**src/hdl/mmf_pkg.sv**
```systemverilog
package mmf_pkg;

	typedef enum logic [0:0] {
		REQ_STORE = 1'b0,
		REQ_READ  = 1'b1
	} req_t;

	typedef enum logic [2:0] {
		CFG_ROWS     = 3'd0,
		CFG_COLS     = 3'd1,
		CFG_RADIUS   = 3'd2,
		CFG_CIRCULAR = 3'd3,
		CFG_ZMISS    = 3'd4,
		CFG_FRAC     = 3'd5
	} cfg_idx_t;

	typedef enum logic [1:0] {
		ST_IDLE,
		ST_WALK,
		ST_DRAIN,
		ST_DONE
	} state_t;

	localparam int unsigned FRAC_ONE = 256;

	// Control strobes from the window walker to the accumulator.
	typedef struct packed {
		logic first;
		logic sample;
		logic last;
	} walk_ctl_t;

endpackage

```
**src/hdl/mmf_acc.sv**
```systemverilog
// Window minimum and valid/total counts, with the quorum test at the end.
module mmf_acc
	import mmf_pkg::*;
#(
	parameter int unsigned PIXEL_BITS = 16,
	parameter int unsigned CB = 10
) (
	input  logic                  clk,
	input  logic                  arst_n,
	input  walk_ctl_t             ctl,
	input  logic [PIXEL_BITS-1:0] pix,
	input  logic                  zmiss,
	input  logic [8:0]            frac,
	output logic                  done,
	output logic [15:0]           filtered,
	output logic                  below_quorum
);

	logic [CB-1:0]         total_q, valid_q;
	logic [PIXEL_BITS-1:0] min_q;
	logic                  fin_s1;
	logic                  skip;
	logic [CB+8:0]         lhs, rhs;

	assign skip = zmiss && (pix == '0);

	always_ff @(posedge clk or negedge arst_n) begin
		if (!arst_n) begin
			total_q <= '0;
			valid_q <= '0;
			min_q   <= '1;
			fin_s1  <= 1'b0;
		end else begin
			fin_s1 <= ctl.last;
			if (ctl.first) begin
				total_q <= '0;
				valid_q <= '0;
				min_q   <= '1;
			end else if (ctl.sample) begin
				total_q <= total_q + 1'b1;
				if (!skip) begin
					valid_q <= valid_q + 1'b1;
					if (pix < min_q) min_q <= pix;
				end
			end
		end
	end

	assign lhs = (CB+9)'(valid_q) * (CB+9)'(FRAC_ONE) + (CB+9)'(total_q) * (CB+9)'(frac);
	assign rhs = (CB+9)'(total_q) * (CB+9)'(FRAC_ONE);
	assign done = fin_s1;
	assign below_quorum = (valid_q == '0) || (lhs < rhs);
	assign filtered = below_quorum ? 16'd0 : 16'(min_q);

endmodule

```
**config.mk**
```make
export PLATFORM = sky130hd
export DESIGN_NAME = mmf_acc
export DESIGN_NICKNAME = d
export VERILOG_FILES = /design/src/hdl/mmf_pkg.sv /design/src/hdl/mmf_acc.sv
export SDC_FILE = /design/constraint.sdc
export NUM_CORES = 1
export LEC_CHECK = 0
export ABC_AREA = 0
export ABC_CLOCK_PERIOD_IN_PS = 25300
export BUFFER_PORTS_ARGS = -buffer_cell sky130_fd_sc_hd__buf_2
export CORE_ASPECT_RATIO = 1.2
export CORE_MARGIN = 4
export CORE_UTILIZATION = 39
export CTS_BUF_LIST = sky130_fd_sc_hd__clkbuf_16
export DETAILED_ROUTE_END_ITERATION = 8
export PLACE_DENSITY = 0.67
export SLEW_MARGIN = 10
export SYNTH_ARGS = -nofsm -noshare
export SYNTH_HDL_FRONTEND = slang
export SYNTH_SLANG_ARGS = --single-unit
```
**constraint.sdc**
```tcl
create_clock -name clk -period 25.3 [get_ports clk]
set_input_delay 5.06 -clock clk [delete_from_list [all_inputs] [get_ports clk]]
set_output_delay 5.06 -clock clk [all_outputs]
set_load 0.01 [all_outputs]
```
=== Yosys cells after proc, flatten, opt, wreduce, memory -nomap -nowiden ===
Index checks and enable logic that the tools add are counted.

* Add/sub/neg operators: 3
* Multiply operators: 1
* Magnitude comparators: 2
* Eq/ne operators: 1
* Multiplexer cells: 10
* Reductions and logical operators: 8

{| class="wikitable"
|+ Operator list
! cell !! number
|-
| 2-to-1 mux 16 bit || 5
|-
| 2-to-1 mux 10 bit || 5
|-
| adder 10 x 1 -> 10 bit (second input constant) || 2
|-
| adder 18 x 19 -> 19 bit || 1
|-
| < comparator 19 x 18 -> 1 bit || 1
|-
| multiplier 10 x 9 -> 19 bit || 1
|-
| zero test 16 bit || 1
|-
| < comparator 16 bit || 1
|-
| zero test 10 bit || 1
|-
| nonzero test 2 bit || 2
|-
| AND reduction 3 bit || 1
|-
| != test 2 bit (second input constant) || 1
|-
| AND reduction 2 bit || 1
|-
| logical AND 1 bit || 1
|-
| logical OR 1 bit || 1
|}

* Register bits after elaboration: 37
* Output and inout port bits: 18
* Logic and storage cells: 29

=== Logic depth before layout (Yosys ltp) ===
* Depth in word-level cells: 5
* Depth in mapped cells: 26

=== Worst setup path before layout ===
OpenSTA, ideal clock, no wires.

* Path kind: input to output
* Start: input frac[2]
* End: output filtered[10]
* Arrival: 10.949 ns
* Data required time: 20.240 ns
* Setup slack: 9.291 ns
* Stages: 24
* Buffers on the path: 2
* Cells stage by stage: clkbuf_1 > nand2_1 > fa_1 > inv_1 > fa_1 > fa_1 > fa_1 > inv_1 > fa_1 > inv_1 > ha_1 > nand4_1 > nor4_1 > o21a_1 > a31oi_1 > o21bai_1 > xor2_1 > ha_1 > a21o_1 > a21o_1 > a2111oi_0 > nand4_1 > clkbuf_2 > and3_1

* Longest elaborated chain between the ends: 5

{| class="wikitable"
|+ RTL lines
! what !! line !! text
|-
| start: declaration || mmf_acc.sv:13 || <nowiki>input logic [8:0] frac,</nowiki>
|-
| multiplier 10 x 9 -> 19 bit || mmf_acc.sv:49 || <nowiki>assign lhs = (CB+9)'(valid_q) * (CB+9)'(FRAC_ONE) + (CB+9)'(total_q) * (CB+9)'(frac);</nowiki>
|-
| adder 18 x 19 -> 19 bit || mmf_acc.sv:49 ||
|-
| < comparator 19 x 18 -> 1 bit || mmf_acc.sv:52 || <nowiki>assign below_quorum = (valid_q == '0) || (lhs < rhs);</nowiki>
|-
| logical OR 1 bit || mmf_acc.sv:52 ||
|-
| 2-to-1 mux 16 bit || mmf_acc.sv:53 || <nowiki>assign filtered = below_quorum ? 16'd0 : 16'(min_q);</nowiki>
|-
| end: declaration || mmf_acc.sv:15 || <nowiki>output logic [15:0] filtered,</nowiki>
|}

No other way between the ends.

=== Worst setup path in the final report ===
* Start: input frac[8]
* End: output filtered[6]

The elaborated chain is that of the path after synthesis.

==> reports/results.txt <==
RR Endpoint = min_q[7]
Tcrit/Tclk final = 66.64%
postcts setup bufs = 0
Synth Register Bits = 37
1st-pass router iterations = 4
P per Cell Area = 31.36 mW/mm2
DRT antenna net count = 0
DR vias/cell = 4.936
reg-to-reg slack, setup = 22650 ps
Comb pwr share = 31.0%
Hold EP = min_q[14]
Placer Congestion = 0.8217
Initial Util = 39.89%
via count of the first global-routing pass = 4398
status = completed
EDFF count, synth = 0
antenna cells = 0
H-tree Lvls = 2
setup_tns = 0 ps
Worst Path Required = 20240 ps
RSZ-0062 raised after global routing = no
Post-synth top cells = inv_1 (132), fa_1 (66), ha_1 (64)
Post-Syn Area = 0.005537 mm2
Syn-to-layout area delta = 8.859%
CP max stage cell = nand4_1
crit-path cells = buf_2 > and2_1 > fa_1 > fa_1 > fa_1 > fa_1 > inv_1 > fa_1 > inv_1 > ha_1 > nand4_1 > nor4_1 > o21a_1 > a31oi_1 > o21bai_1 > xor2_1 > ha_1 > a21o_1 > a21o_1 > a2111oi_0 > nand4_1 > and3_1 > buf_2
setup clock skew after layout = 7.643 ps
Clock Path Buffers = 2
WL final = 11830 um
met3 Usage GRT = 1.617%
Worst EP arrival = 11800 ps
detailed-route via count = 4141
Peak VDD IR = 0.00003527 V
post-cts gate resize count = 0
endpoint class of the critical path = output port
Worst slew margin = 38.41%
GR peak layer = met2
hold-fix buffers at CTS = 0
switching power share of the total = 33.42%
Reg2Reg Depth = 9
Min Hold Slack = 533.7 ps
CORE AREA = 0.01388 mm2
CTS Sinks = 37
fin. max-slew vios = 0
fillers = 1385
total power = 0.1890 mW
most frequent CP cell = fa_1
WL/cell = 14.10 um
distinct cell type count after synthesis = 44
Async SR Flop Fraction = 100.0%
Clock Latency Late Sink = 280 ps
syn_nets = 798
total CTS buffers = 5
IO buf count = 48
final setup violating endpoints = 0
static leakage = 3.268 nW
Crit Path Max Fanout = 17
Ys Warns = 0
top post-synthesis cells by area = fa_1 (24%), ha_1 (14%), dfrtp_1 (9.5%)
startpoint types = input pin
sw power = 0.06316 mW
GRT Total Usage = 15.68%
I/O pins = 49
clk slew on worst S/H paths = 60 ps
worst min-delay path class = reg2reg
min Tclk post-route = 16860 ps
crit path kind = in2out
initial DRC count = 125
Final WS setup = 8439 ps
die extent in x = 116.8 um
CTS tree = done
met1 Track Usage GR = 19.61%
Die H = 138.5 um
post-synth top area share = 23.86%
Sequential Power Share = 36.2%
Final Hold Fails = 0
area leader, netlist = fa_1
DRC Markers = 0
storage element area = 945.9 um2
gr ovfl total = 0
Place WS = 8393 ps
average cell area after synthesis = 8.692 um2
most frequent cell after synthesis = inv_1
hold path depth = 2
maximum clock frequency = 59.31 MHz
Mapped Cells = 637
Critical R2R Launch = min_q[15]
share of layout cells above drive strength 1 = 11.53%
number of max-cap violations = 0
initial antenna violation count = 0
sequential fraction of the synthesis area = 17.08%
grt met2 use = 28.47%
root buffer cell = clkbuf_16
area taken by multi-input logic gates = 0.003966 mm2
DP HPWL = 9591 um
Die ar. = 0.01617 mm2
Pint = 0.1258 mW
slowest stage delay, CP = 600 ps
global-route wire length before repair = 20740 um
Layout Nets = 828
Hold Path Origin = min_q[14]
floorplan row count = 47
Worst Tran Pin Value = 923.9 ps
dominant synthesized flop cell = dfrtp_1
clock power share = 32.8%
largest net degree at the start of global routing = 54
==> critical path: cells and delay by family <==
kind	cells	cell delay [ps]
xor+xnor	1	160
fa+ha+maj	7	3210
compound gates	6	1310
buf+inv	4	390
simple gates	5	1640
==> through the flow <==
step	cell area, um2	cells	utilization (%)
2_1_floorplan	5537	637	-
3_3_place_gp	5881	831	42.37
3_5_place_dp	5881	831	42.37
4_1_cts	6027	839	43.43
5_1_grt	6027	839	43.43
6_report	6027	839	43.43
==> routing by layer <==
metal | up-vias | routed length [um]
li1 | 2063 | -
met1 | 2011 | 5172
met2 | 52 | 6140
met3 | 15 | 336
met4 | 0 | 178
met5 | - | 0
==> layout by cell type, fill, tap and decap left out, drive strengths merged, types with 3 or more instances in the layout <==
cell type / instances
xnor2: 24
and3: 20
or3: 4
nand2: 54
mux2i: 18
a21oi: 19
dfrtp: 21
and2: 44
a2111oi: 5
xor2: 3
a211oi: 5
fa: 66
nand4: 9
nor2: 59
o21ai: 4
nor4: 5
buf: 50
a21o: 8
clkbuf: 5
dfstp: 16
ha: 64
inv: 133
nand3: 6
==> cell type report <==
cell class / count / share of cell area [%]
Timing Repair Buffer: 50 / 4.235
Multi-Input combinational cell: 440 / 65.81
Clock buffer: 5 / 2.076
Inverter: 133 / 8.283
Sequential cell: 37 / 15.69
Clock inverter: 3 / 0.3529
Tap cell: 171 / 3.550
==> power groups by stage <==
stage               sequential (mW)  clock [mW]  combinational (mW)
floorplan                    0.0673           0              0.0405
global placement             0.0696           0              0.0580
detailed placement           0.0695           0              0.0593
CTS                          0.0686      0.0645              0.0597
global route                 0.0692      0.0668              0.0666
finish                       0.0685      0.0620              0.0585
==> state kept, by name (all words and copies together) (netlist names) <==
name     cells
total_q     10
done         1
valid_q     10
min_q       16
==> cells by family (layout without fill, tap and decap cells) <==
logic type,count (synthesis),count (layout),synth area share [%]
flops,37,37,17.08
xor+xnor,27,27,4.271
buf+inv,160,191,11.28
compound gates,55,55,7.141
mux,18,18,3.254
simple gates,210,210,18.64
fa+ha+maj,130,130,38.33
==> worst max-delay path by stage <==
stage                 start            to  slack (ps)
floorplan           frac[2]  filtered[10]        9290
global placement    frac[8]  filtered[12]        8580
detailed placement  frac[8]   filtered[7]        8390
CTS                 frac[8]   filtered[6]        8390
global route        frac[7]   filtered[3]        7980
finish              frac[8]   filtered[6]        8440
No activity file was read; power rests on OpenSTA's default activity.
