===== src/hdl/mmf_pkg.sv =====
package mmf_pkg;

	typedef enum logic [0:0] {
		REQ_STORE = 1'b0,
		REQ_READ  = 1'b1
	} req_t;

	typedef enum logic [2:0] {
		CFG_ROWS     = 3'd0,
		CFG_COLS     = 3'd1,
		CFG_RADIUS   = 3'd2,
		CFG_CIRCULAR = 3'd3,
		CFG_ZMISS    = 3'd4,
		CFG_FRAC     = 3'd5
	} cfg_idx_t;

	typedef enum logic [1:0] {
		ST_IDLE,
		ST_WALK,
		ST_DRAIN,
		ST_DONE
	} state_t;

	localparam int unsigned FRAC_ONE = 256;

	// Control strobes from the window walker to the accumulator.
	typedef struct packed {
		logic first;
		logic sample;
		logic last;
	} walk_ctl_t;

endpackage


===== src/hdl/mmf_hh.sv =====
// Circle half-heights: one floor(sqrt(r*r - d*d)) search step per cycle.
module mmf_hh
	import mmf_pkg::*;
#(
	parameter int unsigned MAX_RADIUS = 7,
	localparam int unsigned RB = $clog2(MAX_RADIUS + 1),
	localparam int unsigned NH = MAX_RADIUS + 1
) (
	input  logic          clk,
	input  logic          arst_n,
	input  logic          start,
	input  logic [RB-1:0] r,
	output logic          busy,
	output logic [RB-1:0] hh [NH]
);

	localparam int unsigned SB = 2 * RB + 1;

	logic [RB-1:0]   d_q;
	logic [RB-1:0]   s_q;
	logic            busy_q;
	logic [RB-1:0]   hh_q [NH];
	logic [RB:0]     s1;
	logic [SB-1:0]   sq;
	logic [SB-1:0]   lim;
	logic            grow;

	assign s1   = {1'b0, s_q} + 1'b1;
	assign sq   = SB'(s1) * SB'(s1);
	assign lim  = SB'(r) * SB'(r) - SB'(d_q) * SB'(d_q);
	assign grow = (d_q <= r) && (sq <= lim) && (s1 <= (RB+1)'(r));
	assign busy = busy_q;
	assign hh   = hh_q;

	always_ff @(posedge clk or negedge arst_n) begin
		if (!arst_n) begin
			busy_q <= 1'b1;
			d_q    <= '0;
			s_q    <= '0;
			for (int i = 0; i < NH; i++) hh_q[i] <= '0;
		end else if (start) begin
			busy_q <= 1'b1;
			d_q    <= '0;
			s_q    <= '0;
		end else if (busy_q) begin
			if (grow) begin
				s_q <= s1[RB-1:0];
			end else begin
				hh_q[d_q] <= s_q;
				s_q       <= '0;
				if (d_q == RB'(MAX_RADIUS)) busy_q <= 1'b0;
				else d_q <= d_q + 1'b1;
			end
		end
	end

endmodule


===== config.mk =====
export PLATFORM = sky130hd
export DESIGN_NAME = mmf_hh
export DESIGN_NICKNAME = d
export VERILOG_FILES = /design/src/hdl/mmf_pkg.sv /design/src/hdl/mmf_hh.sv
export SDC_FILE = /design/constraint.sdc
export NUM_CORES = 1
export LEC_CHECK = 0
export CELL_PAD_IN_SITES_DETAIL_PLACEMENT = 2
export CELL_PAD_IN_SITES_GLOBAL_PLACEMENT = 2
export CORE_AREA = 2 2 76 78
export DETAILED_ROUTE_END_ITERATION = 7
export DIE_AREA = 0 0 78 80
export DONT_BUFFER_PORTS = 1
export GPL_TIMING_DRIVEN = 0
export HOLD_SLACK_MARGIN = 0.15
export PLACE_DENSITY = 0.88
export SLEW_MARGIN = 15
export SYNTH_ARGS = -nofsm -noshare
export SYNTH_HDL_FRONTEND = slang
export SYNTH_SLANG_ARGS = --single-unit

===== constraint.sdc =====
create_clock -name clk -period 5.55 [get_ports clk]
set_input_delay 1.11 -clock clk [delete_from_list [all_inputs] [get_ports clk]]
set_output_delay 1.11 -clock clk [all_outputs]
set_load 0.1 [all_outputs]

# == Word-level counts from Yosys, hierarchy flattened ==
# Index checks and enable logic that the tools add are counted.
# word_totals
regBits,31
input_bits,6
out_inout_bits,25
wordCells,48
# op_classes
addsub,3
multipliers,3
n_lt_le_gt_ge,5
n_eq_ne,3
n_mux,14
bitwise_logic,3
reduce_logical,6
# op_table
operator,n
$bwmux W24,1
$mux W3,8
$mul A3 B3 Y6,2
$demux W3 S3,1
$le A7 B7 Y1,1
$mul A4 B4 Y7,1
$sub A6 B6 Y7,1
$reduce_and A3 Y1,2
$add A3 B1 Y4 const B,1
$ge A4 B4 Y1 const B,1
$le A4 B3 Y1,1
$lt A4 B1 Y1 const B,1
$mux W1,4
$ne A2 B2 Y1 const B,2
$not A3 Y4,1
$add A3 B1 Y3 const B,1
$eq A3 B3 Y1 const B,1
$le A3 B3 Y1,1
$logic_and A1 B1 Y1,3
$not A1 Y1,2
$reduce_bool A2 Y1,1

# == Longest topological paths before layout ==
# logic_depth
word_depth,8
depth_mapped,15
mapped_depth_nobuf,14

# == Least setup slack after synthesis ==
# No wires, ideal clock.
# synth_timing
path_type,input to register
from,input r[1]
to,"register hh_q, in the netlist hh[18]"
arrival_ps,4467
setup_slack_ps,955
cell_stages,15
n_path_buf,1
cell_sequence,inv_1 -> ha_1 -> fa_1 -> inv_1 -> ha_1 -> fa_1 -> a21o_1 -> a21o_1 -> ha_1 -> o21ai_0 -> nor2_1 -> o32ai_2 -> buf_6 -> a311o_1 -> mux2_1
# synth_between
elab_chain_len,7
elab_cells_between_ends,9
cone_classes,add/sub: 1; mul: 1; order compare: 3; bitwise: 1; reduce/logical: 3
# synth_rtl
element,line,text
from (decl),mmf_hh.sv:12,"input logic [RB-1:0] r,"
$mul A3 B3 Y6,mmf_hh.sv:30,assign lim = SB'(r) * SB'(r) - SB'(d_q) * SB'(d_q);
$sub A6 B6 Y7,mmf_hh.sv:30,
$le A7 B7 Y1,mmf_hh.sv:31,assign grow = (d_q <= r) && (sq <= lim) && (s1 <= (RB+1)'(r));
$logic_and A1 B1 Y1,mmf_hh.sv:31,
$logic_and A1 B1 Y1 *,mmf_hh.sv:31,
$not A1 Y1 (no line) *,-,
$reduce_and A3 Y1 (no line) *,-,
"to (signal, indexed assignment)",mmf_hh.sv:49,hh_q[d_q] <= s_q;
to (decl),mmf_hh.sv:22,logic [RB-1:0] hh_q [NH];
# Mark *: on every way between the ends. The rest lies on a longest branch, timed or not.
# A chain may end at the register's enable or synchronous reset.

# == Final worst setup path ==
# layout_timing
from,input r[1]
to,"register hh_q, in the netlist hh[4]"
# The elaborated chain is that of the path after synthesis.

==> out/qor.tcl <==
set qor(numCtsBuffers) 5
set qor(worst_slew_margin_rel) 0.384
set qor(avgSynthCellArea_um2) 10.8
set qor(p_per_area_mw_per_mm2) 483
set qor(tightestPinTransition_ps) 923
set qor(number_of_hold_violations_in_the_final_report) 0
set qor(share_clk_of_total_power) 0.207
set qor(critical_path.max_stage_delay_ps) 550
set qor(grt_first_pass_wirelength_um) 9160
set qor(ys_seq_elements) 31
set qor(power_switching_mw) 0.571
set qor(synth.cell_area_mm2) 0.00218
set qor(post-cts-setup-buffers) 0
set qor(routed_wl_um) 5480
set qor(layout-drive-gt1-share) 0.129
set qor(clk_path_buf_depth) 2
set qor(worst_path_max_delay_cell) {fa_1}
set qor(die_y_um) 80
set qor(wl_met3_um) 205
set qor(ys_top_cells_by_area) {dfrtp_1 (34%), ha_1 (16%), mux2_1 (6.2%), mux2_2 (6.2%), fa_1 (4.6%)}
set qor(gr-usage-all-layers) 0.190
set qor(power_frac_seq) 0.425
set qor(status) {finished, final reports clean}
set qor(shortest_period_the_worst_path_allows_ps) 4740
set qor(drtAntennaViolNets) 0
set qor(crit_cells) 14
set qor(synth_edf_count) 0
set qor(drv_cap) 0
set qor(tritoncts) {yes}
set qor(crit_required_ps) 5710
set qor(num-fill-cells) 562
set qor(crit_family) {adder cells}
set qor(reg2reg_depth) 13
set qor(io_buffers) 0
set qor(crit_arrival_ps) 4900
set qor(final.setup_skew_ps) 13.2
set qor(dp_hpwl_um) 4070
set qor(yosysTopAreaCell) {dfrtp_1}
set qor(met2WireLength_um) 2920
set qor(drt_iter0_markers) 12
set qor(setup-tns-final_ps) 0
set qor(worstPathCellList) {inv_1 > ha_1 > fa_1 > inv_1 > ha_1 > fa_1 > xnor2_1 > ha_1 > a211oi_1 > nor2_1 > o32ai_2 > buf_6 > a311o_1 > mux2_1}
set qor(final_nets) 247
set qor(start_util) 0.403
set qor(routed-via-count) 1544
set qor(finish.utilization) 0.442
set qor(vias_per_cell) 5.49
set qor(grt_max_degree) 32
set qor(rows) 27
set qor(areaGrowthSynthToFinish_pct) 9.52
set qor(worst-path-max-fanout) 10
set qor(post_cts_resized) 0
set qor(setup_viol_count_final) 0
set qor(die_w_um) 78
set qor(grt-ovfl-total) 0
set qor(report.final.slew_viol_count) 0
set qor(post-synth-top-area-fraction) 0.344
set qor(floorplan.core_area_mm2) 0.00541
set qor(globalplace.congestion) 0.729
set qor(yosys_warnings) 0
set qor(wire_per_inst_um) 19.5
set qor(critical_path_class) {input pin to flop}
set qor(number_of_antenna_violations_at_the_first_check_in_global_routing) 0
set qor(critical_path.endpoint_type) {flop}
set qor(wire_length_the_detailed_router_placed_on_met1_um) 2310
set qor(p_int_mw) 0.583
set qor(insertedDiodeCount) 0
set qor(leakage_nw) 1.23
set qor(worstPathBufferInverterCount) 3
set qor(startpoint_type) {input pin}
set qor(netlist_top_cells_count) {dfrtp_1 (30), ha_1 (28), inv_1 (24)}
set qor(switching_share) 0.494
set qor(insertion_delay_ps) 290
set qor(peak_freq_ghz) 0.211
set qor(synthCells) 201
set qor(route.top_layer_used) {met4}
set qor(netlist-cell-type-count) 39
set qor(syn_nets) 240
set qor(area_enclosed_by_the_die_boundary_mm2) 0.00624
set qor(finalCritPeriodShare) 0.853
set qor(cts.root.buffer_cell) {clkbuf_8}
set qor(synthMostInstantiatedCell) {dfrtp_1}
set qor(fraction_of_registers_with_async_set_reset) 1.00
set qor(first_global_vias) 1763
set qor(detail_route.drc_violations) 0
set qor(clock_sinks) 31
set qor(clk_pin_slew_worst_paths_ps) 80
set qor(grt_setup_unrepaired) {no}
set qor(ctsHtreeMaxLevel) 2
set qor(synth_sequential_area_ratio) 0.356
set qor(detailedRoute.firstPassIterationCount) 6
set qor(synth_flop_cell) {dfrtp_1}
set qor(pwr-share-comb) 0.368
set qor(cp_common_cell) {ha_1}
set qor(pin_count) 31
set qor(irDropWorstVdd_uv) 317
set qor(worstHoldPathType) {input pin to async pin}
set qor(cts.hold.buffers_added) 0
==> stage by stage <==
stage | hold WS, ps | instance area [µm²] | cells | power [mW] | setup slack [ps]
floorplan | 599 | 2180 | 201 | 0.806 | 955
global placement | 662 | 2270 | 273 | 0.884 | 676
detailed placement | 681 | 2270 | 273 | 0.919 | 475
CTS | 502 | 2390 | 281 | 1.17 | 756
global route | 493 | 2390 | 281 | 1.23 | 618
finish | 500 | 2390 | 281 | 1.15 | 814
==> worst register-to-register path: cells and delay by family, from the launching register on <==
family                   cells  cell delay, ps
buffers and inverters        2             270
adder cells (fa/ha/maj)      5            1840
AO/OA/AOI/OAI                3             990
AND/OR/NAND/NOR              1              90
flip-flops                   1             490
multiplexers                 1             350
XOR/XNOR                     1             220
==> cells by family after synthesis <==
logic type | synth area share
multiplexers | 0.138
other | 0.00172
buffers and inverters | 0.0574
adder cells (fa/ha/maj) | 0.207
AND/OR/NAND/NOR | 0.101
flip-flops | 0.356
XOR/XNOR | 0.0241
AO/OA/AOI/OAI | 0.115
==> final timing paths <==
check	to	slack [ps]	from
max	hh[4]$_DFFE_PN0P_	810	r[1]
min	hh[5]$_DFFE_PN0P_	500	arst_n
max reg2reg	hh[4]$_DFFE_PN0P_	1160	d_q[1]$_DFFE_PN0P_
min reg2reg	d_q[1]$_DFFE_PN0P_	700	d_q[1]$_DFFE_PN0P_
max in group asynchronous	busy$_DFF_PN1_	4880	arst_n
min in group clk	d_q[1]$_DFFE_PN0P_	700	d_q[1]$_DFFE_PN0P_
==> layout by cell type, fill, tap and decap left out, types with 6 or more instances in the layout <==
cell type	n
clkbuf_8	6
inv_1	24
a311o_1	8
nand2_1	6
mux2_2	12
dfrtp_1	30
mux2_1	12
nand2b_1	6
nor2_1	8
ha_1	28
==> power groups by stage <==
stage          registers (mW)  clock network, mW  logic (mW)
6_report                0.490              0.239       0.425
5_1_grt                 0.496              0.249       0.484
4_1_cts                 0.491              0.240       0.434
3_5_place_dp            0.494                  0       0.425
3_3_place_gp            0.491                  0       0.393
2_1_floorplan           0.480                  0       0.326
==> flip-flops by register name, summed over array words and instances, names as in the netlist <==
name  flops
d_q       3
hh       24
s_q       3
busy      1
==> layer usage <==
metal | vias up | track usage
met5 | - | 0
met4 | 0 | 0.0421
met3 | 5 | 0.0328
met2 | 34 | 0.363
met1 | 787 | 0.220
li1 | 718 | -
==> final cells by class <==
cell class	count	area [µm²]	area share
multi-input cells	139	1280	0.535
flip-flops and latches	31	777	0.325
inverters	24	90.1	0.0377
well taps	72	90.1	0.0377
clock buffers	6	82.6	0.0346
clock inverters	2	35.0	0.0147
plain buffers	7	35.0	0.0147
(Power assumes the default switching activity.)
